===== config.mk =====
export PLATFORM = sky130hd
export DESIGN_NAME = air_sensor_frame_receiver
export DESIGN_NICKNAME = d
export VERILOG_FILES = /design/src/rtl/core/asfr_pkg.sv /design/src/rtl/core/air_sensor_frame_receiver.sv /design/src/rtl/core/asfr_frame_check.sv
export SDC_FILE = /design/constraint.sdc
export NUM_CORES = 1
export LEC_CHECK = 0
export ABC_CLOCK_PERIOD_IN_PS = 4800
export BUFFER_PORTS_ARGS = -buffer_cell sky130_fd_sc_hd__buf_2
export CAP_MARGIN = 20
export CORE_MARGIN = 2
export CORE_UTILIZATION = 54
export DETAILED_ROUTE_END_ITERATION = 10
export GPL_ROUTABILITY_DRIVEN = 0
export HOLD_SLACK_MARGIN = 0.15
export PLACE_DENSITY = 0.85
export SLEW_MARGIN = 10
export SYNTH_ARGS = -nofsm -noshare
export SYNTH_HDL_FRONTEND = slang
export SYNTH_SLANG_ARGS = --single-unit

===== constraint.sdc =====
create_clock -name clk -period 4.8 [get_ports clk]
set_input_delay 0.96 -clock clk [delete_from_list [all_inputs] [get_ports clk]]
set_output_delay 0.96 -clock clk [all_outputs]
set_load 0.01 [all_outputs]

===== src/rtl/core/asfr_pkg.sv =====
`timescale 1ns / 1ps
// ----------------------------------------------------------------------------
// Air sensor frame receiver package
// Shared constants, status codes and result types for the frame receiver.
// ----------------------------------------------------------------------------
package asfr_pkg;

  localparam int unsigned RX_DEPTH_DEF = 64;
  localparam int unsigned FRAME_LEN    = 8;
  localparam int unsigned COUNT_OUT_W  = 6;

  localparam logic [7:0] HEADER_BYTE  = 8'h5F;
  localparam logic [7:0] PREHEAT_BYTE = 8'hFF;

  typedef enum logic [0:0] {
    ACT_BYTE = 1'b0,
    ACT_IDLE = 1'b1
  } action_t;

  typedef enum logic [2:0] {
    ST_SHORT    = 3'd0,
    ST_HEADER   = 3'd1,
    ST_CHECKSUM = 3'd2,
    ST_PREHEAT  = 3'd3,
    ST_MEASURE  = 3'd4
  } status_t;

  typedef logic [FRAME_LEN-1:0][7:0] frame_t;

  typedef struct packed {
    status_t                status;
    logic [COUNT_OUT_W-1:0] byte_count;
    logic [15:0]            voc_raw;
    logic [15:0]            formaldehyde_raw;
    logic [15:0]            co2_raw;
  } result_t;

endpackage


===== src/rtl/core/air_sensor_frame_receiver.sv =====
`timescale 1ns / 1ps
// ----------------------------------------------------------------------------
// Air sensor frame receiver
// Collects received bytes into a frame and reports one result per frame.
// ----------------------------------------------------------------------------
// Each input word is either a received byte or a line-idle event. Bytes are
// stored at the running count, which wraps at RX_DEPTH; only the first eight
// positions are kept. An idle event with a nonzero count checks the frame,
// produces one result word and clears the frame; an idle event with an empty
// frame produces nothing.
// A result is registered in the output register, or in the skid register
// while the output register is held; the frame check before them is
// combinational. Throughput: one input word per cycle while in_ready is high.
// The result side holds an output register and a skid register, so input
// words keep flowing while one result waits; in_ready drops only when both
// are full, and returns as soon as the receiver takes a result.
// Reset clears the frame, the count and both result slots.
// ----------------------------------------------------------------------------
module air_sensor_frame_receiver
  import asfr_pkg::*;
#(
  parameter int unsigned RX_DEPTH = RX_DEPTH_DEF
) (
  input  logic                   clk,
  input  logic                   rst_n,
  input  logic                   in_valid,
  output logic                   in_ready,
  input  logic                   in_action,
  input  logic [7:0]             in_data_byte,
  output logic                   out_valid,
  input  logic                   out_ready,
  output logic [2:0]             out_status,
  output logic [COUNT_OUT_W-1:0] out_byte_count,
  output logic [15:0]            out_voc_raw,
  output logic [15:0]            out_formaldehyde_raw,
  output logic [15:0]            out_co2_raw
);

  localparam int unsigned CNT_W = $clog2(RX_DEPTH);
  localparam int unsigned EXT_W = (CNT_W > COUNT_OUT_W) ? CNT_W : COUNT_OUT_W;
  localparam logic [CNT_W-1:0] CNT_LAST = CNT_W'(RX_DEPTH - 1);

  logic [CNT_W-1:0] rx_count_r, rx_count_nxt;
  frame_t           frame_r, frame_nxt;
  result_t          out_r, out_nxt, skid_r, skid_nxt;
  logic             out_vld_r, out_vld_nxt, skid_vld_r, skid_vld_nxt;

  logic             accept;
  logic             push;
  logic [EXT_W-1:0] cnt_ext;
  logic             short_frame;
  result_t          new_result;

  assign in_ready    = !skid_vld_r;
  assign accept      = in_valid && in_ready;
  assign cnt_ext     = EXT_W'(rx_count_r);
  assign short_frame = cnt_ext < EXT_W'(FRAME_LEN);
  assign push        = accept && (in_action == ACT_IDLE) && (rx_count_r != '0);

  asfr_frame_check u_check (
    .frame       (frame_r),
    .short_frame (short_frame),
    .byte_count  (cnt_ext[COUNT_OUT_W-1:0]),
    .result      (new_result)
  );

  always_comb begin
    rx_count_nxt = rx_count_r;
    frame_nxt    = frame_r;
    if (accept) begin
      if (in_action == ACT_BYTE) begin
        if (short_frame) begin
          frame_nxt[rx_count_r[2:0]] = in_data_byte;
        end
        rx_count_nxt = (rx_count_r == CNT_LAST) ? '0 : rx_count_r + 1'b1;
      end else if (rx_count_r != '0) begin
        rx_count_nxt = '0;
        frame_nxt    = '0;
      end
    end
  end

  always_comb begin
    out_nxt      = out_r;
    out_vld_nxt  = out_vld_r;
    skid_nxt     = skid_r;
    skid_vld_nxt = skid_vld_r;
    if (!out_vld_r || out_ready) begin
      if (skid_vld_r) begin
        out_nxt      = skid_r;
        out_vld_nxt  = 1'b1;
        skid_nxt     = new_result;
        skid_vld_nxt = push;
      end else begin
        out_nxt     = new_result;
        out_vld_nxt = push;
      end
    end else if (push) begin
      skid_nxt     = new_result;
      skid_vld_nxt = 1'b1;
    end
  end

  always_ff @(posedge clk) begin
    if (!rst_n) begin
      rx_count_r <= '0;
      frame_r    <= '0;
      out_vld_r  <= 1'b0;
      skid_vld_r <= 1'b0;
    end else begin
      rx_count_r <= rx_count_nxt;
      frame_r    <= frame_nxt;
      out_vld_r  <= out_vld_nxt;
      skid_vld_r <= skid_vld_nxt;
    end
  end

  always_ff @(posedge clk) begin
    out_r  <= out_nxt;
    skid_r <= skid_nxt;
  end

  assign out_valid            = out_vld_r;
  assign out_status           = out_r.status;
  assign out_byte_count       = out_r.byte_count;
  assign out_voc_raw          = out_r.voc_raw;
  assign out_formaldehyde_raw = out_r.formaldehyde_raw;
  assign out_co2_raw          = out_r.co2_raw;

endmodule


===== src/rtl/core/asfr_frame_check.sv =====
`timescale 1ns / 1ps
// ----------------------------------------------------------------------------
// Frame check
// Classifies a stored eight-byte frame and extracts the raw readings.
// ----------------------------------------------------------------------------
module asfr_frame_check
  import asfr_pkg::*;
(
  input  frame_t                 frame,
  input  logic                   short_frame,
  input  logic [COUNT_OUT_W-1:0] byte_count,
  output result_t                result
);

  logic [7:0] sum;
  status_t    status;

  always_comb begin
    sum = '0;
    for (int i = 0; i < FRAME_LEN - 1; i++) begin
      sum = sum + frame[i];
    end
  end

  always_comb begin
    if (short_frame) begin
      status = ST_SHORT;
    end else if (frame[0] != HEADER_BYTE) begin
      status = ST_HEADER;
    end else if (frame[7] != sum) begin
      status = ST_CHECKSUM;
    end else if (frame[1] == PREHEAT_BYTE && frame[2] == PREHEAT_BYTE) begin
      status = ST_PREHEAT;
    end else begin
      status = ST_MEASURE;
    end
  end

  always_comb begin
    result.status     = status;
    result.byte_count = byte_count;
    if (status == ST_MEASURE) begin
      result.voc_raw          = {frame[1], frame[2]};
      result.formaldehyde_raw = {frame[3], frame[4]};
      result.co2_raw          = {frame[5], frame[6]};
    end else begin
      result.voc_raw          = '0;
      result.formaldehyde_raw = '0;
      result.co2_raw          = '0;
    end
  end

endmodule


==> key figures <==
Outcome
  • Status: finished, final reports clean

Clock network
  • Num CTS Buffers: 17
  • CTS Buffer Depth: 2
  • # clock sinks: 186
  • Number of H-tree levels: 4
  • Reg clk slew, reported paths: approximately 70 ps
  • CTS Root Cell: clkbuf_16
  • Worst skew pair latency: 440 ps
  • Hold_buf cts: 0
  • CTS tree: done

Power
  • Logic pwr share: 0.105
  • Switching power share of the total: 0.238
  • Clock power share: 0.380
  • Leakage: slightly below 4 nW
  • Power Density: about 330 nW/um^2
  • Max rail drop VDD: between 200 and 300 uV
  • P_sw: 785 uW
  • Int Pwr: 2.52 mW
  • Sequential Power Share: 0.515

Placement
  • Setup slack after placement: -191 ps
  • IO Port Bufs: 71
  • Detail Placement HPWL: 13100 um
  • Placed Area: 9160 um^2
  • # placed instances: 928

Synthesis
  • Synth Area in Adders: 0.0913
  • Dominant synthesized flop cell: edfxtp_1
  • Mux contribution to synthesized area: 0.00396
  • Xor and xnor area share after synthesis: 0.0264
  • Sequential area share after synthesis: 0.571
  • Cell taking the most area after synthesis: edfxtp_1
  • Syn Nets: 730
  • Library cells used by synthesis: 44
  • Syn avg cell area: 12.6 um^2
  • Post-synth EDFFs: 114
  • Top post-synthesis cells by area: edfxtp_1 (40%), dfxtp_1 (17%), fa_1 (7.5%), a22oi_1 (5.7%), a32o_1 (5.6%)
  • Largest family of logic cells by synthesized area: compound AO/OA/AOI/OAI gates
  • Flip-flop and latch count after synthesis: 186
  • Simple-gate area share of the yosys netlist: 0.126
  • Async set-or-reset flop fraction in the synthesized netlist: 0
  • Yosys top cell area share: 0.402
  • Ys Warns: 0
  • Mapped cell area: about 8500 um^2
  • Compound-gate portion of the synthesized area: 0.140
  • Cells after Synth: 674

Route
  • Initial drt markers: 965
  • Detailed Route WL: 21100 um
  • Drc violations: 0
  • Detailed-route via count: 6176
  • Routed length per instance: about 22 um
  • Vias per cell: between 6 and 7
  • Routed Antenna Nets: 0
  • TritonRoute pass-1 iters: 7

STA
  • Layout Skew: just over 9 ps
  • Worst-case hold slack: 539 ps
  • RSZ-0062 raised after global routing: true
  • Fin crit share: 0.998
  • Setup ws final: 7.22 ps
  • Fin. Hold Viols: 0
  • Slew Viols, Final: 0
  • Setup-failing EPs final: 0
  • Rel. slew slack: 0.214
  • Slew @ Worst Pin: 1170 ps
  • Maximum clock rate: 0.209 GHz
  • Post-route minimum period: about 4800 ps
  • Total negative slack: 0 ps

Die
  • Die width: around 130 um
  • Chip height: roughly 130 um
  • Placeable Area: 15300 um^2
  • Top Ports: 72
  • DIE AREA: 16800 um^2
  • Site row count: 45
  • Starting Density: 0.557

Layout
  • Antenna diodes: 0
  • Area growth syn-to-layout: 17.0%
  • Fin area: 9980 um^2
  • Fin nets: 804
  • Share of cells above drive strength 1: 0.210
  • Fill cells: between 1000 and 1500
  • Cell Count, Final, Fillers Out: 972

Setup path
  • Critical path data arrival time: 5100 ps
  • Worst-path maximum fanout: 8
  • CP max-delay cell: fa_1
  • Crit. End Element: register
  • WS Path Type: register to register
  • Worst path cell trace: fa_1 -> inv_1 -> fa_1 -> fa_1 -> inv_1 -> ha_1 -> ha_2 -> fa_2 -> xor2_1 -> nor4_2 -> nand3_2 -> nor4b_4 -> buf_6 -> clkbuf_16 -> and3_4
  • Req. time, crit path: 5110 ps
  • Slowest cell delay on critical path: 570 ps
  • Startpoint Class: register
  • CP most frequent cell: fa_1

GRT
  • Pin count of the biggest net entering global routing: 73
  • First-pass GRT wire length: 30900 um
  • Vias in the first global route: 5783
  • GR Overflow Total: 0
  • GRT Util Overall: 0.246
  • Initial antenna violation count: 0

Hold path
  • Hold WC Path Type: register to register

Flow run
  • Max_cap viols: 0
-- power by group through the flow --
stage	combinational (mW)	clock, mW	sequential (mW)
floorplan	0.142	0	1.74
global placement	0.214	0	1.74
detailed placement	0.223	0	1.74
CTS	0.235	1.26	1.70
global route	0.365	1.31	1.70
finish	0.348	1.25	1.70
-- final timing paths --
path | start | end | slack [ps] | depth (start not counted)
min | skid_r[55]$_DFFE_PP_ | out_status[1]$_DFFE_PP_ | 540 | 2
min reg2reg | skid_r[55]$_DFFE_PP_ | out_status[1]$_DFFE_PP_ | 540 | 2
max | frame_r[41]$_SDFFE_PN0P_ | skid_r[38]$_DFFE_PP_ | 7 | 15
max reg2reg | frame_r[41]$_SDFFE_PN0P_ | skid_r[38]$_DFFE_PP_ | 7 | 15
-- kinds of logic (layout without fill, tap and decap cells) --
family                   Yosys count  count (layout)
flip-flops                       186             186
AND/OR/NAND/NOR                  179             179
adder cells (fa/ha/maj)           43              43
AO/OA/AOI/OAI                    149             149
buffers and inverters             93             180
multiplexers                       3               3
XOR/XNOR                          21              21
-- per-layer routing --
layer,share of wire,global-route usage,vias up
met5,0,0,-
met4,0.039,0.103,0
met3,0.088,0.0582,78
met2,0.50,0.402,391
met1,0.37,0.318,3044
li1,-,-,2663
-- critical path, delay by kind of cell (launching register included) --
kind | cells | cell delay, ps
buf+inv | 4 | 570
flops | 1 | 370
fa+ha+maj | 6 | 2660
xor+xnor | 1 | 70
simple gates | 4 | 990
-- synth_stat cells, drive strengths merged (7+ instances only) --
master / n
a22oi: 65
a32o: 48
and3: 57
buf: 14
clkbuf: 37
dfxtp: 72
edfxtp: 114
fa: 32
ha: 11
inv: 41
nand2: 11
nor2: 12
nor2b: 67
nor3: 8
o21ai: 19
xnor2: 11
xor2: 7
-- metrics by stage --
stage | util | total power [mW]
floorplan | - | 1.88
global placement | 0.598 | 1.95
detailed placement | 0.598 | 1.96
CTS | 0.634 | 3.19
global route | 0.651 | 3.38
finish | 0.651 | 3.30
-- sequential cells by signal, indices dropped and copies added, names as in the netlist --
register / count
out_voc_raw: 16
skid_r: 57
skid_vld_r: 1
frame_r: 64
out_byte_count: 6
cnt_ext: 6
out_status: 3
out_formaldehyde_raw: 16
out_co2_raw: 16
out_valid: 1
-- area by class of cell --
cell class,count,area (um^2),share of cell area
clock buffers,19,443,0.0444
multi-input cells,395,3380,0.339
well taps,211,264,0.0265
flip-flops and latches,186,4870,0.488
repair buffers,106,774,0.0776
clock inverters,13,81.3,0.00815
inverters,42,158,0.0158
-- what timing repair did --
item	4_1_cts	5_1_grt
cloned	0	7
buffers inserted	1	2
pin swaps	2	22
setup endpoints to repair	101	101
gates resized for setup	4	22
-- layout by cell type, fill, tap and decap left out, types with 20 or more instances in the layout --
cell type / count
fa_1: 30
buf_4: 20
dfxtp_1: 67
and3_1: 55
a32o_1: 48
a22oi_1: 65
inv_1: 39
edfxtp_1: 114
buf_2: 73
nor2b_1: 67
clkbuf_16: 23
Note: power is estimated with default switching activity, not from simulation.
